`src/design/mchw_pkg.sv`:
```
`timescale 1ns / 1ps
`default_nettype none

package mchw_pkg;

	localparam int CHANNELS  = 8;
	localparam int TIME_BITS = 32;

	localparam int IDX_W = (CHANNELS > 1) ? $clog2(CHANNELS) : 1;
	localparam int CNT_W = $clog2(CHANNELS + 1);
	localparam int CMP_W = (TIME_BITS > 32) ? TIME_BITS : 32;
	localparam int APB_AW = 5;

	localparam logic [31:0] STALL_LIMIT_RST   = 32'd5000;
	localparam logic [31:0] RELAXED_LIMIT_RST = 32'd10000;
	localparam logic [29:0] PERIOD_RST        = 30'd500;
	localparam logic [31:0] REDUMP_RST        = 32'd10000;
	localparam logic [7:0]  RELAXED_MASK_RST  = 8'd96;

	typedef enum logic [1:0] {
		CMD_BEAT   = 2'd0,
		CMD_SAMPLE = 2'd1,
		CMD_BEGIN  = 2'd2,
		CMD_END    = 2'd3
	} cmd_t;

	typedef enum logic [2:0] {
		REG_STALL_LIMIT   = 3'd0,
		REG_RELAXED_LIMIT = 3'd1,
		REG_SAMPLE_PERIOD = 3'd2,
		REG_REDUMP        = 3'd3,
		REG_RELAXED_MASK  = 3'd4
	} reg_idx_t;

	typedef struct packed {
		logic [1:0]  cmd;
		logic [2:0]  channel;
		logic [31:0] now_ms;
	} in_item_t;

	typedef struct packed {
		logic [7:0] stalled_mask;
		logic       report;
		logic       first_of_episode;
		logic [2:0] root_channel;
		logic [3:0] stalled_count;
		logic       unbalanced_end;
		logic       expected_active;
	} out_item_t;

endpackage

`default_nettype wire

```
`src/design/mchw_ram.sv`:
```
`timescale 1ns / 1ps
`default_nettype none

module mchw_ram #(
	parameter int WIDTH = 32,
	parameter int DEPTH = 8
) (
	input  wire logic                     clk,
	input  wire logic                     we,
	input  wire logic [$clog2(DEPTH)-1:0] waddr,
	input  wire logic [WIDTH-1:0]         wdata,
	input  wire logic [$clog2(DEPTH)-1:0] raddr,
	output logic      [WIDTH-1:0]         rdata
);

	logic [WIDTH-1:0] mem [DEPTH];

	always_ff @(posedge clk) begin
		if (we) begin
			mem[waddr] <= wdata;
		end
		rdata <= mem[raddr];
	end

endmodule

`default_nettype wire

```
`src/design/multi_channel_heartbeat_watchdog.sv`:
```
`timescale 1ns / 1ps
`default_nettype none

// Heartbeat watchdog over CHANNELS channels. Beat, begin and end items update
// flags and the expected-stall counter in the accept cycle and go straight to
// the finish step, which loads the result. A sample item goes through setup,
// then walks the channels one per cycle through the last-beat-time memory (one
// read or write per channel), then the read pipeline drain, the report decision
// and the output load. A stalled output holds the finish step before the load.
// The output register holds a finished result while the next item is taken.
// Registers sit at byte addresses 0, 4, 8, 12 and 16 of the APB port and read
// back as written, but for the low 30 bits of the period and 8 of the mask.
module multi_channel_heartbeat_watchdog
	import mchw_pkg::*;
(
	input  wire logic              clk,
	input  wire logic              arst_n,
	input  wire logic              psel,
	input  wire logic              penable,
	input  wire logic              pwrite,
	input  wire logic [APB_AW-1:0] paddr,
	input  wire logic [31:0]       pwdata,
	output logic      [31:0]       prdata,
	output logic                   pready,
	input  wire logic              in_valid,
	output logic                   in_stall,
	input  wire in_item_t          in_item,
	output logic                   out_valid,
	input  wire logic              out_stall,
	output out_item_t              out_item
);

	typedef enum logic [5:0] {
		ST_IDLE   = 6'b000001,
		ST_PREP   = 6'b000010,
		ST_WALK   = 6'b000100,
		ST_DRAIN  = 6'b001000,
		ST_DECIDE = 6'b010000,
		ST_FIN    = 6'b100000
	} state_t;

	state_t state_q;

	logic [31:0] stall_limit_q;
	logic [31:0] relaxed_limit_q;
	logic [29:0] period_q;
	logic [31:0] redump_q;
	logic [7:0]  relaxed_mask_q;

	logic [CHANNELS-1:0] started_q;
	logic [CHANNELS-1:0] pending_q;
	logic [CHANNELS-1:0] flags_q;
	logic [CHANNELS-1:0] acc_flags_q;
	logic [TIME_BITS-1:0] now_q;
	logic [TIME_BITS-1:0] last_sample_q;
	logic [TIME_BITS-1:0] last_report_q;
	logic was_stalled_q;
	logic was_expected_q;
	logic [7:0] depth_q;
	logic rebase_q;

	logic [IDX_W-1:0] idx_q;
	logic chk_s1;
	logic [IDX_W-1:0] idx_s1;
	logic chk_s2;
	logic [IDX_W-1:0] idx_s2;
	logic [TIME_BITS-1:0] age_s2;
	logic [TIME_BITS-1:0] best_age_q;
	logic [IDX_W-1:0] best_idx_q;
	logic best_found_q;

	logic report_q;
	logic first_q;
	logic [IDX_W-1:0] root_q;
	logic unbal_q;

	logic out_valid_q;
	out_item_t out_q;

	logic in_accept;
	logic cfg_write;
	logic [2:0] reg_idx;
	logic [IDX_W-1:0] beat_idx;
	logic [CHANNELS-1:0] relaxed_vec;
	logic walk_start;
	logic walk_fresh;
	logic ram_we;
	logic [TIME_BITS-1:0] ram_rdata;
	logic [TIME_BITS-1:0] age_s1;
	logic [31:0] limit_s2;
	logic over_s2;
	logic better_s2;
	logic suspended;
	logic redump_hold;
	logic [CNT_W-1:0] flag_count;
	logic out_free;

	assign pready    = 1'b1;
	assign cfg_write = psel && penable && pwrite;
	assign reg_idx   = paddr[4:2];
	assign in_stall  = (state_q != ST_IDLE);
	assign in_accept = in_valid && !in_stall;
	assign beat_idx  = IDX_W'(in_item.channel);
	assign out_valid = out_valid_q;
	assign out_item  = out_q;
	assign out_free  = !out_valid_q || !out_stall;

	always_comb begin
		unique case (reg_idx)
			REG_STALL_LIMIT:   prdata = stall_limit_q;
			REG_RELAXED_LIMIT: prdata = relaxed_limit_q;
			REG_SAMPLE_PERIOD: prdata = {2'b00, period_q};
			REG_REDUMP:        prdata = redump_q;
			REG_RELAXED_MASK:  prdata = {24'd0, relaxed_mask_q};
			default:           prdata = 32'd0;
		endcase
	end

	// channels past the mask width use the normal limit
	always_comb begin
		for (int i = 0; i < CHANNELS; i++) begin
			relaxed_vec[i] = (i < 8) ? relaxed_mask_q[i % 8] : 1'b0;
		end
	end

	always_comb begin
		flag_count = '0;
		for (int i = 0; i < CHANNELS; i++) begin
			flag_count = flag_count + CNT_W'(flags_q[i]);
		end
	end

	assign walk_start = started_q[idx_q] || pending_q[idx_q];
	assign walk_fresh = pending_q[idx_q] || rebase_q;
	assign ram_we     = (state_q == ST_WALK) && walk_start && walk_fresh;

	mchw_ram #(
		.WIDTH (TIME_BITS),
		.DEPTH (CHANNELS)
	) u_beat_ram (
		.clk   (clk),
		.we    (ram_we),
		.waddr (idx_q),
		.wdata (now_q),
		.raddr (idx_q),
		.rdata (ram_rdata)
	);

	assign age_s1      = now_q - ram_rdata;
	assign limit_s2    = relaxed_vec[idx_s2] ? relaxed_limit_q : stall_limit_q;
	assign over_s2     = CMP_W'(age_s2) > CMP_W'(limit_s2);
	assign better_s2   = !best_found_q || (age_s2 > best_age_q);
	assign suspended   = CMP_W'(now_q - last_sample_q) > CMP_W'({period_q, 2'b00});
	assign redump_hold = was_stalled_q &&
		(CMP_W'(now_q - last_report_q) < CMP_W'(redump_q));

	always_ff @(posedge clk or negedge arst_n) begin
		if (!arst_n) begin
			state_q         <= ST_IDLE;
			stall_limit_q   <= STALL_LIMIT_RST;
			relaxed_limit_q <= RELAXED_LIMIT_RST;
			period_q        <= PERIOD_RST;
			redump_q        <= REDUMP_RST;
			relaxed_mask_q  <= RELAXED_MASK_RST;
			started_q       <= '0;
			pending_q       <= '0;
			flags_q         <= '0;
			acc_flags_q     <= '0;
			now_q           <= '0;
			last_sample_q   <= '0;
			last_report_q   <= '0;
			was_stalled_q   <= 1'b0;
			was_expected_q  <= 1'b0;
			depth_q         <= '0;
			rebase_q        <= 1'b0;
			idx_q           <= '0;
			chk_s1          <= 1'b0;
			idx_s1          <= '0;
			chk_s2          <= 1'b0;
			idx_s2          <= '0;
			age_s2          <= '0;
			best_age_q      <= '0;
			best_idx_q      <= '0;
			best_found_q    <= 1'b0;
			report_q        <= 1'b0;
			first_q         <= 1'b0;
			root_q          <= '0;
			unbal_q         <= 1'b0;
			out_valid_q     <= 1'b0;
			out_q           <= '0;
		end else begin
			if (cfg_write) begin
				unique case (reg_idx)
					REG_STALL_LIMIT:   stall_limit_q   <= pwdata;
					REG_RELAXED_LIMIT: relaxed_limit_q <= pwdata;
					REG_SAMPLE_PERIOD: period_q        <= pwdata[29:0];
					REG_REDUMP:        redump_q        <= pwdata;
					REG_RELAXED_MASK:  relaxed_mask_q  <= pwdata[7:0];
					default: ;
				endcase
			end

			if ((state_q == ST_FIN) && out_free) begin
				out_valid_q <= 1'b1;
			end else if (!out_stall) begin
				out_valid_q <= 1'b0;
			end

			// read pipeline: s1 carries the memory read, s2 the age
			chk_s1 <= (state_q == ST_WALK) && walk_start && !walk_fresh;
			idx_s1 <= idx_q;
			chk_s2 <= chk_s1;
			idx_s2 <= idx_s1;
			age_s2 <= age_s1;
			if (chk_s2 && over_s2) begin
				acc_flags_q[idx_s2] <= 1'b1;
				if (better_s2) begin
					best_found_q <= 1'b1;
					best_age_q   <= age_s2;
					best_idx_q   <= idx_s2;
				end
			end

			unique case (state_q)
				ST_IDLE: begin
					if (in_accept) begin
						report_q <= 1'b0;
						first_q  <= 1'b0;
						root_q   <= '0;
						unbal_q  <= 1'b0;
						now_q    <= TIME_BITS'(in_item.now_ms);
						state_q  <= (in_item.cmd == CMD_SAMPLE) ? ST_PREP : ST_FIN;
						unique case (in_item.cmd)
							CMD_BEAT: begin
								if (int'(in_item.channel) < CHANNELS) begin
									pending_q[beat_idx] <= 1'b1;
								end
							end
							CMD_SAMPLE: ;
							CMD_BEGIN: begin
								if (depth_q != 8'hFF) begin
									depth_q <= depth_q + 8'd1;
								end
							end
							default: begin
								if (depth_q == 8'd0) begin
									unbal_q <= 1'b1;
								end else begin
									depth_q <= depth_q - 8'd1;
								end
							end
						endcase
					end
				end
				ST_PREP: begin
					rebase_q       <= suspended || (depth_q != 8'd0) || was_expected_q;
					was_expected_q <= (depth_q != 8'd0);
					last_sample_q  <= now_q;
					idx_q          <= '0;
					acc_flags_q    <= '0;
					best_found_q   <= 1'b0;
					best_age_q     <= '0;
					best_idx_q     <= '0;
					state_q        <= ST_WALK;
				end
				ST_WALK: begin
					if (walk_start) begin
						started_q[idx_q] <= 1'b1;
						if (walk_fresh) begin
							pending_q[idx_q] <= 1'b0;
						end
					end
					if (idx_q == IDX_W'(CHANNELS - 1)) begin
						state_q <= ST_DRAIN;
					end else begin
						idx_q <= idx_q + 1'b1;
					end
				end
				ST_DRAIN: begin
					if (!chk_s1 && !chk_s2) begin
						state_q <= ST_DECIDE;
					end
				end
				ST_DECIDE: begin
					flags_q <= acc_flags_q;
					if (acc_flags_q == '0) begin
						was_stalled_q <= 1'b0;
					end else if (!redump_hold) begin
						report_q      <= 1'b1;
						first_q       <= !was_stalled_q;
						root_q        <= best_idx_q;
						was_stalled_q <= 1'b1;
						last_report_q <= now_q;
					end
					state_q <= ST_FIN;
				end
				ST_FIN: begin
					if (out_free) begin
						out_q.stalled_mask     <= 8'(flags_q);
						out_q.report           <= report_q;
						out_q.first_of_episode <= first_q;
						out_q.root_channel     <= 3'(root_q);
						out_q.stalled_count    <= 4'(flag_count);
						out_q.unbalanced_end   <= unbal_q;
						out_q.expected_active  <= (depth_q != 8'd0);
						state_q                <= ST_IDLE;
					end
				end
				default: begin
					state_q <= ST_IDLE;
				end
			endcase
		end
	end

	// a result is only loaded from the finish step
	assert property (@(posedge clk) disable iff (!arst_n)
		$rose(out_valid_q) |-> $past(state_q == ST_FIN))
		else $error("result loaded outside finish step");

	// the age stage only runs while a sample walks the channels or drains the reads
	assert property (@(posedge clk) disable iff (!arst_n)
		chk_s2 |-> (state_q == ST_WALK || state_q == ST_DRAIN))
		else $error("age check outside channel walk");

	// a report always names a stalled channel
	assert property (@(posedge clk) disable iff (!arst_n)
		(out_valid_q && out_q.report) |->
			(out_q.stalled_mask[out_q.root_channel] && out_q.stalled_count != 4'd0))
		else $error("report without matching stalled channel");

	// count and mask of a result agree
	assert property (@(posedge clk) disable iff (!arst_n)
		out_valid_q |-> (32'(out_q.stalled_count) == $countones(out_q.stalled_mask)))
		else $error("stalled count disagrees with mask");

endmodule

`default_nettype wire
```
`config.mk`:
```
export PLATFORM = sky130hd
export DESIGN_NAME = multi_channel_heartbeat_watchdog
export DESIGN_NICKNAME = d
export VERILOG_FILES = /design/src/design/mchw_pkg.sv /design/src/design/mchw_ram.sv /design/src/design/multi_channel_heartbeat_watchdog.sv
export SDC_FILE = /design/constraint.sdc
export NUM_CORES = 1
export LEC_CHECK = 0
export BUFFER_PORTS_ARGS = -buffer_cell sky130_fd_sc_hd__buf_4
export CORE_MARGIN = 2
export CORE_UTILIZATION = 50
export CTS_CLUSTER_SIZE = 24
export DETAILED_ROUTE_END_ITERATION = 10
export HOLD_SLACK_MARGIN = 0.06
export PLACE_DENSITY = 0.67
export SLEW_MARGIN = 20
export SYNTH_ARGS = -nofsm -noshare
export SYNTH_HDL_FRONTEND = slang
export SYNTH_SLANG_ARGS = --single-unit
```
`constraint.sdc`:
```
create_clock -name clk -period 7.5 [get_ports clk]
set_clock_uncertainty 0.2 [all_clocks]
set_input_delay 1.5 -clock clk [delete_from_list [all_inputs] [get_ports clk]]
set_output_delay 1.5 -clock clk [all_outputs]
set_load 0.03 [all_outputs]
```
==> results of run 1 <==
==> routing by layer <==
metal  up-vias  wire length, um  global-route usage
li1      10800                -                   -
met1     11500            38100               0.338
met2       691            38900               0.394
met3       123             4750              0.0342
met4         0             2180              0.0815
met5         -                0                   0
==> critical path, cell delays in order, from the launching register on <==
cell      delay, ns
dfrtp_1        0.76
mux4_2         0.62
mux2i_4        0.80
buf_4          0.44
mux2i_1        0.33
ha_1           0.20
nand4_1        0.11
nor3_1         0.36
and2_1         0.22
nor2b_1        0.15
a222oi_1       0.08
a31oi_1        0.17
buf_4          0.20
and3b_2        0.61
buf_12         0.28
nand3_1        0.09
o31ai_1        0.10
==> where the power goes <==
group	internal (uW)	leakage (uW)	switching, uW
sequential	4650	0.00750	783
clock	2110	0.00114	1470
combinational	3140	0.00758	4180
total	9900	0.0162	6430
==> synthesized netlist by cell type (5+ instances only) <==
library cell    n  share of area
a22oi_1       149          0.033
nor4_1         12         0.0022
dfrtp_1       360           0.27
and3_1         14         0.0026
nand2b_1       17         0.0032
nand2_1       262          0.029
o21ai_0       156          0.023
o31ai_1        37         0.0083
o21bai_1       16         0.0036
a31oi_1        19         0.0035
or3_1           6         0.0011
nor3_1         21         0.0031
inv_1         236          0.026
a211oi_1       15         0.0034
mux2i_1        40          0.012
and2_1          6         0.0011
o21a_1         20         0.0045
nand3b_1        5         0.0011
ha_1          229          0.085
clkbuf_1       94          0.011
edfxtp_1      256           0.23
xor2_1         31         0.0081
dfxtp_1        32          0.019
mux4_2         24          0.016
a21o_1         72          0.016
nor2b_1        43         0.0080
buf_1          10         0.0011
dfstp_2        24          0.019
nand3_1        79          0.012
a2111oi_0       5         0.0013
o211ai_1        8         0.0018
a21oi_1       108          0.016
fa_1            8         0.0048
nor2_1         88         0.0099
nand4_1        63          0.012
o22ai_1        12         0.0022
or2_2           6         0.0011
xnor2_1        60          0.016
mux2_2        160          0.054
==> flip-flops by register name (all words and copies together) (netlist names), 6 cells and up <==
signal,flops
acc_flags_q,8
age_s2,32
best_age_q,32
depth_q,8
flags_q,8
last_report_q,32
last_sample_q,32
now_q,32
out_item,19
pending_q,8
period_q,30
redump_q,32
relaxed_limit_q,32
relaxed_mask_q,8
stall_limit_q,32
started_q,8
state_q,6
u_beat_ram.mem,256
u_beat_ram.rdata,32
==> cell type report <==
| cell class | count | area (um2) |
|---|---|---|
| clock buffers | 105 | 2080 |
| inverters | 236 | 886 |
| fillers | 5353 | 28200 |
| well taps | 864 | 1080 |
| repair buffers | 160 | 1270 |
| diodes | 1 | 2.50 |
| clock inverters | 27 | 300 |
| flip-flops and latches | 672 | 18000 |
| multi-input cells | 1875 | 14300 |
==> cell families after synthesis <==
logic type | synth area share
buffers and inverters | 0.0401
adder cells (fa/ha/maj) | 0.0903
other | 0.000112
flip-flops | 0.536
AND/OR/NAND/NOR | 0.0909
AO/OA/AOI/OAI | 0.137
multiplexers | 0.0818
XOR/XNOR | 0.0238
==> placed cells by master, fill, tap and decap left out, drive strengths merged, types with 72 or more instances in the layout <==
cell type / instances
edfxtp: 256
ha: 229
clkbuf: 105
inv: 238
buf: 160
dfrtp: 360
a21o: 72
a22oi: 149
mux2: 160
nand2: 262
nand3: 79
nor2: 88
o21ai: 159
a21oi: 111
==> stage by stage <==
stage / util / hold WS [ns]
finish: 0.573 / 0.149
global route: 0.573 / 0.165
CTS: 0.572 / 0.150
detailed placement: 0.536 / 0.136
global placement: 0.536 / 0.134
floorplan: - / 0.131
==> worst max-delay path by stage <==
stage | cells after the start | slack [ns] | endpoint | start
after floorplan | 4 | 2.66 | prdata[11] | paddr[2]
final | 16 | 1.61 | best_age_q[23] | idx_s2[0]
after detailed placement | 23 | 1.42 | last_report_q[3] | now_q[0]
after global placement | 23 | 1.51 | last_report_q[4] | now_q[0]
after global routing | 24 | 1.23 | last_report_q[3] | now_q[0]
after CTS | 23 | 1.40 | last_report_q[18] | now_q[0]
==> flow_summary.toml, run 1 <==
[synth]
synth_edf_count = 256
synth.distinct_cells = 85
synth_area_um2 = 33500
synthFlopType = "dfrtp_1"
synth_seq_area_share = 0.536
async_flop_share = 0.571
syn_nets = 3214
ys_ff_latch = 672
avgSynthCellArea_um2 = 11.6
ys_warn_count = 0
synth_cells = 2896

[global_route]
grt_usage = 0.243
grt_pass1_wl_um = 132000
grt_overflow_total = 0
grt_pass1_vias = 23300
antenna_found_initial = 0
grt_max_degree = 172

[clock_tree]
numCtsBuffers = 72
htree_levels = 3
cts-root-buf = "clkbuf_16"
max-clock-path-buffers = 3
postCtsHoldBufs = 0
post_cts_buffers = 0
clock_latency_ns = 0.62
cts_tree = "done"
clkTransAtPathRegs_ns = 0.06
numClockSinks = 672
cts_resized = 0

[worst_setup_path]
crit_type = "flip-flop to flip-flop"
worstPathRequired_ns = 7.79
r2r_slack_ns = 1.61
reg2reg_from = "idx_s2[0]"
worst_r2r_endpoint = "best_age_q[23]"
cp.arrival_ns = 6.18
startpoint_type = "flip-flop"
crit_path_max_fanout = 38
ff2ff_path_depth = 16
endpoint_kind = "flip-flop"

[routing]
wire_per_inst_um = 21.3
vias = 23100
drt_first_pass_iters = 5
drt_iter0_markers = 1933
antenna_left = 0
drc = 0
wirelength_um = 84000
avgViaCountPerCell = 5.87

[min_path]
min_to = "idx_s2[2]"
min-delay-start = "idx_s1[2]"
holdCritPathClass = "flip-flop to flip-flop"
hold_depth = 0

[sta]
drv_slew = 0
rsz0062_at_grt = "no"
tns_ns = 0
relSlewSlack = 0.272
fin_crit_sh = 0.785
fin_ws_ns = 1.61
finalSetupViolCount = 0
hold_viol = 0
worst_pin_slew_ns = 1.09
fmax_mhz = 170
period_minus_slack_ns = 5.89

[die]
std_cell_rows = 94
core_area_um2 = 66100
initial_core_util = 0.507
io_pins = 135
dieArea_um2 = 69100
die-height_um = 263
die_width_um = 263

[power_and_ir_drop]
power.density_nw_per_um2 = 431
ir_drop_mv = 0.173
leakagePower_uw = 0.0162
p_total_uw = 16300

[placement]
dp_hpwl_um = 56500
dp_slack_ns = 1.42
dpl_cell_area_um2 = 35400
dpl.cell_count = 3806
gp_congestion = 0.934
io_buffer_count = 131

[final_layout]
syn2layout_area_growth_pct = 13.0
drive_gt1_frac = 0.171
final_nets = 3335
finalNonFillerCells = 3940
final_area_um2 = 37900

[status]
status = "completed"

[flow_run]
maxCapViolCount = 0
Power figures use the tool's default switching activity.
==> run 2: changes to the inputs <==
==> constraint.sdc (replaced) <==
create_clock -name clk -period 6.1 [get_ports clk]
set_clock_uncertainty 0.2 [all_clocks]
set_input_delay 1.22 -clock clk [delete_from_list [all_inputs] [get_ports clk]]
set_output_delay 1.22 -clock clk [all_outputs]
set_load 0.03 [all_outputs]
==> flow_summary.toml, run 2 (synthesized netlist as in run 1, its figures left out) <==
[global_route]
antenna_found_initial = 0
grt_max_degree = 155
grt_usage = 0.247
grt_pass1_vias = 23600
grt_overflow_total = 0
grt_pass1_wl_um = 134000

[placement]
io_buffer_count = 131
dp_hpwl_um = 57400
gp_congestion = 0.901
dpl_cell_area_um2 = 35600

[power_and_ir_drop]
power.density_nw_per_um2 = 535
ir_drop_mv = 0.246
p_int_uw = 12200
clockPowerShare = 0.215
p_comb_frac = 0.462
power.switching_uw = 8100
switching_share = 0.399
leakagePower_uw = 0.0163
seqPwrFrac = 0.322

[die]
std_cell_rows = 94
io_pins = 135
dieArea_um2 = 69100
die_width_um = 263
initial_core_util = 0.507
die-height_um = 263
core_area_um2 = 66100

[final_layout]
regMostFlops = "u_beat_ram.mem"
diodes = 0
syn2layout_area_growth_pct = 13.2
largest_reg_flops = 256
drive_gt1_frac = 0.174
final_cell_mix = "360 x dfrtp_1, 262 x nand2_1, 256 x edfxtp_1, 232 x inv_1, 229 x ha_1"
final_common_cell = "dfrtp_1"
final_nets = 3352
final_area_um2 = 37900
fin_util = 0.574

[flow_run]
maxCapViolCount = 0

[status]
status = "completed"

[clock_tree]
clkTransAtPathRegs_ns = 0.06
cts_resized = 0
numClockSinks = 672
post_cts_buffers = 0
clock_latency_ns = 0.61
cts-root-buf = "clkbuf_16"
htree_levels = 3
numCtsBuffers = 73
postCtsHoldBufs = 0
max-clock-path-buffers = 3
cts_tree = "done"

[worst_setup_path]
cp.arrival_ns = 5.89
startpoint_type = "flip-flop"
crit_type = "flip-flop to flip-flop"
crit_path_max_fanout = 14
worstPathRequired_ns = 6.42
endpoint_kind = "flip-flop"

[sta]
period_minus_slack_ns = 5.57
hold_viol = 0
relSlewSlack = 0.368
tns_ns = 0
worst_pin_slew_ns = 0.949
drv_slew = 0
finalSetupViolCount = 0
fmax_mhz = 180
rsz0062_at_grt = "no"
fin_crit_sh = 0.913

[routing]
drc = 0
drt_first_pass_iters = 5
drt_iter0_markers = 2045
antenna_left = 0
wirelength_um = 85100
wire_per_inst_um = 21.5
avgViaCountPerCell = 5.90
vias = 23300

[min_path]
holdCritPathClass = "flip-flop to flip-flop"
[run 2: cell count changes in the layout (fill, tap and decap cells not counted), sizes merged]
cell      previous run  this run
buf                160       176
clkbuf             105       104
clkinv              13        14
clkinvlp             7         3
diode                1         0
inv                238       239
[run 2: final cells by class]
type	count	area, um2
clock buffer	104	2070
clock inverter	25	285
fill	5416	28200
inverter	236	886
multi-input combinational	1875	14300
sequential	672	18000
tap	864	1080
timing repair buffer	176	1380
[run 2: path summary, 6_finish.rpt]
check                      slack [ns]  startpoint  cells past startpoint           end
hold / removal                   0.15   idx_s1[2]                      0     idx_s2[2]
min in group asynchronous        0.45      arst_n                      1      now_q[5]
setup reg to reg                 0.53    now_q[1]                     21      rebase_q
setup / recovery                 0.53    now_q[1]                     21      rebase_q
hold reg to reg                  0.15   idx_s1[2]                      0     idx_s2[2]
max in group asynchronous        3.88      arst_n                      2  out_item[11]
[run 2: power groups by stage]
stage	Clock [uW]	Combinational, uW	Sequential, uW
final	4370	9390	6550
after global routing	4620	10500	6640
after CTS	4450	9350	6530
after detailed placement	0	9300	6610
after global placement	0	8920	6550
after floorplan	0	6650	6320
[run 2: per-layer routing]
layer	track usage	vias to the layer above	share of wire
met3	0.0291	136	0.054
met2	0.397	726	0.47
met1	0.348	11600	0.45
li1	-	10900	-
met5	0	-	0
met4	0.0859	0	0.029
[run 2: worst max-delay path: stages, from the launching register on]
cell      delay [ns]
dfrtp_1         0.69
ha_1            0.33
nor2b_1         0.14
o31a_1          0.29
o211ai_2        0.29
o21ai_1         0.18
o31ai_4         0.39
nor4_1          0.10
or4_1           0.54
a21oi_2         0.16
xnor2_1         0.08
ha_1            0.29
nand3_1         0.09
or3_1           0.42
nor4_1          0.19
buf_4           0.17
nand3_1         0.08
a21oi_1         0.16
a211oi_1        0.08
o21ai_0         0.11
nand3_1         0.26
o211ai_1        0.21
[run 2: through the flow]
step                total power, uW  hold slack [ns]  setup slack, ns  std cells
CTS                           20300            0.157            0.558       3952
finish                        20300            0.155            0.531       3952
floorplan                     13000            0.131             1.41       2896
detailed placement            15900            0.144            0.589       3823
global placement              15500            0.135            0.689       3823
global route                  21800            0.165            0.119       3952
